### config.mk
export PLATFORM = sky130hd
export DESIGN_NAME = spi_master_byte_engine_unit
export DESIGN_NICKNAME = d
export VERILOG_FILES = /design/src/rtl/spi_mbe_pkg.sv /design/src/rtl/spi_mbe_shifter.sv /design/src/rtl/spi_master_byte_engine_unit.sv
export SDC_FILE = /design/constraint.sdc
export NUM_CORES = 1
export LEC_CHECK = 0
export ABC_AREA = 1
export BUFFER_PORTS_ARGS = -buffer_cell sky130_fd_sc_hd__clkbuf_2
export CAP_MARGIN = 30
export CORE_MARGIN = 2
export CORE_UTILIZATION = 50
export CTS_CLUSTER_SIZE = 16
export DETAILED_ROUTE_END_ITERATION = 8
export PLACE_DENSITY = 0.7
export SLEW_MARGIN = 0
export SYNTH_ARGS = -nofsm -noshare
export SYNTH_HDL_FRONTEND = slang
export SYNTH_HIERARCHICAL = 1
export SYNTH_SLANG_ARGS = --single-unit
### constraint.sdc
create_clock -name clk -period 5.35 [get_ports clk]
set_input_delay 1.605 -clock clk [delete_from_list [all_inputs] [get_ports clk]]
set_output_delay 1.605 -clock clk [all_outputs]
set_load 0.005 [all_outputs]
### src/rtl/spi_mbe_pkg.sv
// ----------------------------------------------------------------------------
// spi_mbe_pkg
// shared types and constants for the spi master byte engine
// ----------------------------------------------------------------------------
package spi_mbe_pkg;

    localparam int FRAME_BITS_DEF = 8;
    localparam int DIV_W          = 3;
    localparam int DIV_MAX        = 7;
    localparam int TICK_W         = 7;
    localparam int KIND_W         = 2;
    localparam int RX_W           = 8;
    localparam int TX_W           = 8;
    localparam int CFG_IDX_W      = 2;
    localparam int CFG_DATA_W     = 8;

    localparam logic [CFG_IDX_W-1:0] CFG_IDX_DIV  = 2'd0;
    localparam logic [CFG_IDX_W-1:0] CFG_IDX_CPOL = 2'd1;
    localparam logic [CFG_IDX_W-1:0] CFG_IDX_CPHA = 2'd2;

    localparam logic [KIND_W-1:0] KIND_EXCHANGE = 2'd0;
    localparam logic [KIND_W-1:0] KIND_SEND     = 2'd1;
    localparam logic [KIND_W-1:0] KIND_RECEIVE  = 2'd2;

    typedef struct packed {
        logic [DIV_W-1:0] div_exp;
        logic             cpol;
        logic             cpha;
    } cfg_t;

    typedef struct packed {
        logic            sclk;
        logic            mosi;
        logic            busy;
        logic            rx_valid;
        logic [RX_W-1:0] rx_byte;
        logic            cmd_rejected;
    } res_t;

endpackage

### src/rtl/spi_mbe_shifter.sv
// ----------------------------------------------------------------------------
// spi_mbe_shifter
// frame state, sclk edge counting and the tx/rx shift registers
// ----------------------------------------------------------------------------
module spi_mbe_shifter #(
    parameter int FRAME_BITS = spi_mbe_pkg::FRAME_BITS_DEF
) (
    input  logic                             clk,
    input  logic                             rst_n,
    input  logic                             step,
    input  logic                             cmd_valid,
    input  logic [spi_mbe_pkg::KIND_W-1:0]   kind,
    input  logic [spi_mbe_pkg::TX_W-1:0]     tx_byte,
    input  logic                             miso,
    input  spi_mbe_pkg::cfg_t                cfg,
    output spi_mbe_pkg::res_t                res
);

    localparam int EDGE_W  = $clog2(2 * FRAME_BITS);
    localparam int EDGE_XW = EDGE_W + 1;
    localparam int TICK_W  = spi_mbe_pkg::TICK_W;
    localparam logic [EDGE_XW-1:0] LAST_EDGE = EDGE_XW'(2 * FRAME_BITS);

    logic                            active_reg,     active_next;
    logic [EDGE_W-1:0]               edge_count_reg, edge_count_next;
    logic [TICK_W-1:0]               tick_count_reg, tick_count_next;
    logic [FRAME_BITS-1:0]           shift_out_reg,  shift_out_next;
    logic [FRAME_BITS-1:0]           shift_in_reg,   shift_in_next;
    logic [spi_mbe_pkg::KIND_W-1:0]  held_kind_reg,  held_kind_next;
    logic                            clock_reg,      clock_next;
    logic                            data_reg,       data_next;

    logic [TICK_W-1:0]     limit;
    logic [EDGE_XW-1:0]    edge_no;
    logic                  sample;
    logic [FRAME_BITS-1:0] tx_fit;

    assign limit   = TICK_W'((TICK_W'(1) << cfg.div_exp) - TICK_W'(1));
    assign edge_no = {1'b0, edge_count_reg} + EDGE_XW'(1);
    assign sample  = cfg.cpha ? ~edge_no[0] : edge_no[0];
    assign tx_fit  = kind[1] ? '0 : FRAME_BITS'(tx_byte);

    always_comb
    begin
        active_next     = active_reg;
        edge_count_next = edge_count_reg;
        tick_count_next = tick_count_reg;
        shift_out_next  = shift_out_reg;
        shift_in_next   = shift_in_reg;
        held_kind_next  = held_kind_reg;
        clock_next      = clock_reg;
        data_next       = data_reg;
        res             = '0;

        if (active_reg)
        begin
            res.cmd_rejected = cmd_valid;
            if (tick_count_reg >= limit)
            begin
                tick_count_next = '0;
                clock_next      = ~clock_reg;
                if (sample)
                begin
                    shift_in_next = {shift_in_reg[FRAME_BITS-2:0], miso};
                end
                else if (cfg.cpha)
                begin
                    data_next      = shift_out_reg[FRAME_BITS-1];
                    shift_out_next = shift_out_reg << 1;
                end
                else if (edge_no < LAST_EDGE)
                begin
                    shift_out_next = shift_out_reg << 1;
                    data_next      = shift_out_reg[FRAME_BITS-2];
                end
                if (edge_no >= LAST_EDGE)
                begin
                    active_next     = 1'b0;
                    edge_count_next = '0;
                    if (held_kind_reg != spi_mbe_pkg::KIND_SEND)
                    begin
                        res.rx_valid = 1'b1;
                        res.rx_byte  = spi_mbe_pkg::RX_W'(shift_in_next);
                    end
                end
                else
                begin
                    edge_count_next = edge_no[EDGE_W-1:0];
                end
            end
            else
            begin
                tick_count_next = tick_count_reg + TICK_W'(1);
            end
        end
        else
        begin
            clock_next = cfg.cpol;
            if (cmd_valid)
            begin
                active_next     = 1'b1;
                held_kind_next  = kind;
                edge_count_next = '0;
                tick_count_next = '0;
                shift_in_next   = '0;
                shift_out_next  = tx_fit;
                if (!cfg.cpha)
                begin
                    data_next = tx_fit[FRAME_BITS-1];
                end
            end
        end

        res.sclk = clock_next;
        res.mosi = data_next;
        res.busy = active_next;
    end

    always_ff @(posedge clk or negedge rst_n)
    begin
        if (!rst_n)
        begin
            active_reg     <= 1'b0;
            edge_count_reg <= '0;
            tick_count_reg <= '0;
            shift_out_reg  <= '0;
            shift_in_reg   <= '0;
            held_kind_reg  <= '0;
            clock_reg      <= 1'b0;
            data_reg       <= 1'b0;
        end
        else if (step)
        begin
            active_reg     <= active_next;
            edge_count_reg <= edge_count_next;
            tick_count_reg <= tick_count_next;
            shift_out_reg  <= shift_out_next;
            shift_in_reg   <= shift_in_next;
            held_kind_reg  <= held_kind_next;
            clock_reg      <= clock_next;
            data_reg       <= data_next;
        end
    end

    // counters rest at zero between frames
    a_idle_counters_clear: assert property (@(posedge clk) disable iff (!rst_n)
        !active_reg |-> (edge_count_reg == '0) && (tick_count_reg == '0))
        else $error("counters not cleared while idle");

    a_edge_in_range: assert property (@(posedge clk) disable iff (!rst_n)
        {1'b0, edge_count_reg} < LAST_EDGE)
        else $error("edge count beyond frame");

    a_start_frame: assert property (@(posedge clk) disable iff (!rst_n)
        step && !active_reg && cmd_valid |=> active_reg)
        else $error("command while idle did not start a frame");

    a_rx_ends_frame: assert property (@(posedge clk) disable iff (!rst_n)
        step && res.rx_valid |=> !active_reg)
        else $error("frame still active after delivery");

endmodule

### src/rtl/spi_master_byte_engine_unit.sv
// ----------------------------------------------------------------------------
// spi_master_byte_engine_unit
// spi master, modes 0 to 3, msb first, one frame per command
// ----------------------------------------------------------------------------
// each input item is one tick of the spi engine: it carries cmd_valid, kind,
// tx_byte and the sampled miso level. every accepted item gives exactly one
// result item with the sclk and mosi levels, busy, an optional received byte
// and the rejected flag for a command that came while a frame was running.
// the result is registered in the output register on acceptance; one
// item is taken per cycle as long as the output side keeps up, since
// in_ready only drops while a held result is not being taken. a stall on
// the output freezes the engine, as no tick is consumed then.
// sclk toggles at tick 2^div_exp - 1; frames end at edge count 2*FRAME_BITS.
// configuration writes go through cfg_valid/cfg_ready (always ready)
// and must be made while no frame is running; the block does not enforce it.
// reset zeroes the engine and config registers, emptying the output register.
// ----------------------------------------------------------------------------
module spi_master_byte_engine_unit #(
    parameter int FRAME_BITS = spi_mbe_pkg::FRAME_BITS_DEF
) (
    input  logic                                 clk,
    input  logic                                 rst_n,
    input  logic                                 in_valid,
    output logic                                 in_ready,
    input  logic                                 cmd_valid,
    input  logic [spi_mbe_pkg::KIND_W-1:0]       kind,
    input  logic [spi_mbe_pkg::TX_W-1:0]         tx_byte,
    input  logic                                 miso,
    output logic                                 out_valid,
    input  logic                                 out_ready,
    output logic                                 sclk,
    output logic                                 mosi,
    output logic                                 busy_res,
    output logic                                 rx_valid,
    output logic [spi_mbe_pkg::RX_W-1:0]         rx_byte,
    output logic                                 cmd_rejected,
    input  logic                                 cfg_valid,
    output logic                                 cfg_ready,
    input  logic [spi_mbe_pkg::CFG_IDX_W-1:0]    cfg_index,
    input  logic [spi_mbe_pkg::CFG_DATA_W-1:0]   cfg_data
);

    spi_mbe_pkg::cfg_t cfg_reg, cfg_next;
    spi_mbe_pkg::res_t res_reg, res;
    logic              out_valid_reg, out_valid_next;
    logic              step;

    assign cfg_ready = 1'b1;
    assign in_ready  = !out_valid_reg || out_ready;
    assign step      = in_valid && in_ready;

    always_comb
    begin
        cfg_next = cfg_reg;
        if (cfg_valid)
        begin
            case (cfg_index)
                spi_mbe_pkg::CFG_IDX_DIV:  cfg_next.div_exp = cfg_data[spi_mbe_pkg::DIV_W-1:0];
                spi_mbe_pkg::CFG_IDX_CPOL: cfg_next.cpol    = cfg_data[0];
                spi_mbe_pkg::CFG_IDX_CPHA: cfg_next.cpha    = cfg_data[0];
                default:                   cfg_next         = cfg_reg;
            endcase
        end
    end

    always_ff @(posedge clk or negedge rst_n)
    begin
        if (!rst_n)
        begin
            cfg_reg <= '0;
        end
        else
        begin
            cfg_reg <= cfg_next;
        end
    end

    spi_mbe_shifter #(
        .FRAME_BITS (FRAME_BITS)
    ) u_shifter (
        .clk       (clk),
        .rst_n     (rst_n),
        .step      (step),
        .cmd_valid (cmd_valid),
        .kind      (kind),
        .tx_byte   (tx_byte),
        .miso      (miso),
        .cfg       (cfg_reg),
        .res       (res)
    );

    // result item register
    always_comb
    begin
        out_valid_next = out_valid_reg;
        if (step)
        begin
            out_valid_next = 1'b1;
        end
        else if (out_ready)
        begin
            out_valid_next = 1'b0;
        end
    end

    always_ff @(posedge clk or negedge rst_n)
    begin
        if (!rst_n)
        begin
            out_valid_reg <= 1'b0;
        end
        else
        begin
            out_valid_reg <= out_valid_next;
        end
    end

    always_ff @(posedge clk)
    begin
        if (step)
        begin
            res_reg <= res;
        end
    end

    assign out_valid    = out_valid_reg;
    assign sclk         = res_reg.sclk;
    assign mosi         = res_reg.mosi;
    assign busy_res     = res_reg.busy;
    assign rx_valid     = res_reg.rx_valid;
    assign rx_byte      = res_reg.rx_byte;
    assign cmd_rejected = res_reg.cmd_rejected;

endmodule
==> results.ini <==
[floorplan]
boundaryPins = 43
die_w_um = 77.6
rows = 26
core_area_mm2 = 0.00517
die_h_um = 77.6
die-area_mm2 = 0.00603
start_util = 0.524

[final_layout]
drive_above_1_share = 0.209
antenna_cells = 0
nNetsFinal = 375
final.fill_count = 456
fin_util = 0.590
multiInputGateArea_mm2 = 0.00113
syn_to_final_growth_pct = 12.6
final_cells = 410
seq_area_mm2 = 0.00134

[sta]
finalHoldViolCount = 0
min_period_over_period = 0.660
layout_setup_ws_ps = 1820
clock_skew_ps = 5.24
drv_slew = 0
setup_violations = 0
tns_ps = 0
slew_headroom = 0.500
fmax_mhz = 283
rsz0062_at_grt = no
min_period_ps = 3530
tightestPinTransition_ps = 747

[synthesis]
synthCells = 306
synth-edff-count = 13
ys.flop_type = dfrtp_1
yosysTopAreaCell = dfrtp_1
ys_types = 37
yosysTopAreaCellShare = 0.351
syn_avg_cell_area_um2 = 8.86
syn_area_mm2 = 0.00271
ys_async_sr_fraction = 0.745
ys.warnings.count = 6
syn_nets = 342
ys_seq_area_frac = 0.495
ys_top_cells_by_area = dfrtp_1 35%, edfxtp_1 14%, nand2_1 9.4%
synth-seq-cells = 51

[cts]
cts_buffer_depth = 2
cts_tree = done
cts_htree_levels = 2
cts_resized = 0
insertion_delay_ps = 300
clkSinkCount = 51
clk_pin_slew_worst_paths_ps = 90
cts_root_buffer = clkbuf_8
ctsHoldBuffers = 0
postCtsSetupRepairBufs = 0
numCtsBuffers = 5

[grt]
grt_pass1_wl_um = 8760
antenna_found_initial = 0
grt.total_usage = 0.179
grt_pass1_vias = 1968
grt_start_max_net_pins = 35
grt_overflow = 0

[hold_path]
hp-start = u_shifter/held_kind_reg[1]
hold_path_class = reg -> reg
min_to = u_shifter/held_kind_reg[1]
hold_depth = 2

[status]
status = finished, final reports clean

[placed_design]
numPortBuffers = 36
dp_slack_ps = 1820
dp_hpwl_um = 3470
dp.cells = 402
globalplace.congestion = 0.807

[critical_path]
cp.arrival_ps = 1920
worst-path-max-fanout = 2
r2r_slack_ps = 3020
critPathKind = in -> out
reg2reg_from = cfg_reg[4]
worstRegToRegCells = 11
start_kind = primary input
rr_endpoint = u_shifter/shift_out_reg[1]
crit_path_end_kind = output port
cp_data_required_time_ps = 3740

[pwr]
ir_worst_vdd_v = 0.000236
comb_power_share = 0.360
powerDensity_mw_per_mm2 = 442
pwr-share-seq = 0.413
p_switching_mw = 0.495
p_int_mw = 0.853
switching_share = 0.367
leakage_nw = 1.44
p_clk_frac = 0.228

[detailed_routing]
dr.pass1.iters = 4
drc = 0
via_per_inst = 5.01
finalWirelength_um = 4780
postRouteAntennaNets = 0
vias = 2054
initialDrtViolationCount = 123
wl_per_cell_um = 11.7

[flow_run]
cap_violations = 0

[cell type report]
| class | count | area share |
|---|---|---|
| multi-input cells | 204 | 0.370 |
| repair buffers | 38 | 0.0681 |
| well taps | 70 | 0.0287 |
| clock inverters | 2 | 0.0197 |
| clock buffers | 6 | 0.0238 |
| flip-flops and latches | 51 | 0.440 |
| inverters | 39 | 0.0504 |
[power by group through the flow]
stage                     sequential [mW]  clock, mW  combinational [mW]
after floorplan                     0.548          0               0.422
after global placement              0.561          0               0.467
after detailed placement            0.563          0               0.484
after CTS                           0.555      0.313               0.487
after global routing                0.569      0.332               0.568
final                               0.556      0.307               0.484
[critical path, stage by stage]
cell      delay, ps
clkbuf_2         80
inv_1            70
nand2_1          60
clkbuf_2        110
[synthesized netlist by cell type, types with 3 or more instances]
cell type	count
nand2_1	68
dfrtp_1	38
inv_1	35
o21ai_0	26
nor2_1	22
nand3_1	20
a21oi_1	16
edfxtp_1	13
ha_1	9
o21ai_2	8
a22oi_1	6
buf_4	5
nand2_2	5
nor3_1	3
o211ai_1	3
xor2_1	3
[cell families (layout without fill, tap and decap cells)]
logic type | Yosys count | count (layout) | share of synthesized area
simple gates | 125 | 125 | 0.206
compound gates | 65 | 65 | 0.153
flops | 51 | 51 | 0.495
buf+inv | 51 | 85 | 0.0905
fa+ha+maj | 9 | 9 | 0.0415
xor+xnor | 4 | 4 | 0.0129
other cells | 1 | 1 | 0.00138
[layer usage]
layer	GRT usage	share of wire	wire length, µm
met1	0.240	0.48	2310
met4	0.0536	0.0069	33
met2	0.293	0.48	2280
met5	0	0	0
met3	0.0349	0.035	166
[how the worst max path moves through the flow]
| stage | cells after the start | start | endpoint | slack [ps] |
|---|---|---|---|---|
| after floorplan | 10 | in_valid | u_shifter/shift_out_reg[4] | 1750 |
| after global placement | 4 | out_ready | in_ready | 1820 |
| after detailed placement | 4 | out_ready | in_ready | 1820 |
| after CTS | 4 | out_ready | in_ready | 1820 |
| after global routing | 4 | out_ready | in_ready | 1780 |
| final | 4 | out_ready | in_ready | 1820 |
[through the flow]
stage	cell area, µm²	total power [mW]	hold WS [ps]
4_1_cts	3050	1.36	497
3_5_place_dp	2920	1.05	475
3_3_place_gp	2900	1.03	465
5_1_grt	3050	1.47	516
6_report	3050	1.35	493
2_1_floorplan	2710	0.970	434
[layout by cell type (no fill, tap or decap), types with 2 or more instances in the layout]
cell | synthesis | layout
o21ai_2 | 8 | 8
xor2_1 | 3 | 3
nor2_1 | 22 | 22
nand3_1 | 20 | 20
a21oi_4 | 2 | 2
edfxtp_1 | 13 | 13
a22oi_1 | 6 | 6
inv_1 | 35 | 35
o211ai_1 | 3 | 3
nand2_1 | 68 | 68
inv_2 | 2 | 2
bufinv_16 | 0 | 2
dfrtp_1 | 38 | 38
o21ai_0 | 26 | 26
clkbuf_2 | 1 | 36
nand4_1 | 2 | 2
a21oi_1 | 16 | 15
clkbuf_8 | 0 | 5
nand2_2 | 5 | 5
nor3_1 | 3 | 3
ha_1 | 9 | 9
Note: power is estimated with default switching activity, not from simulation.
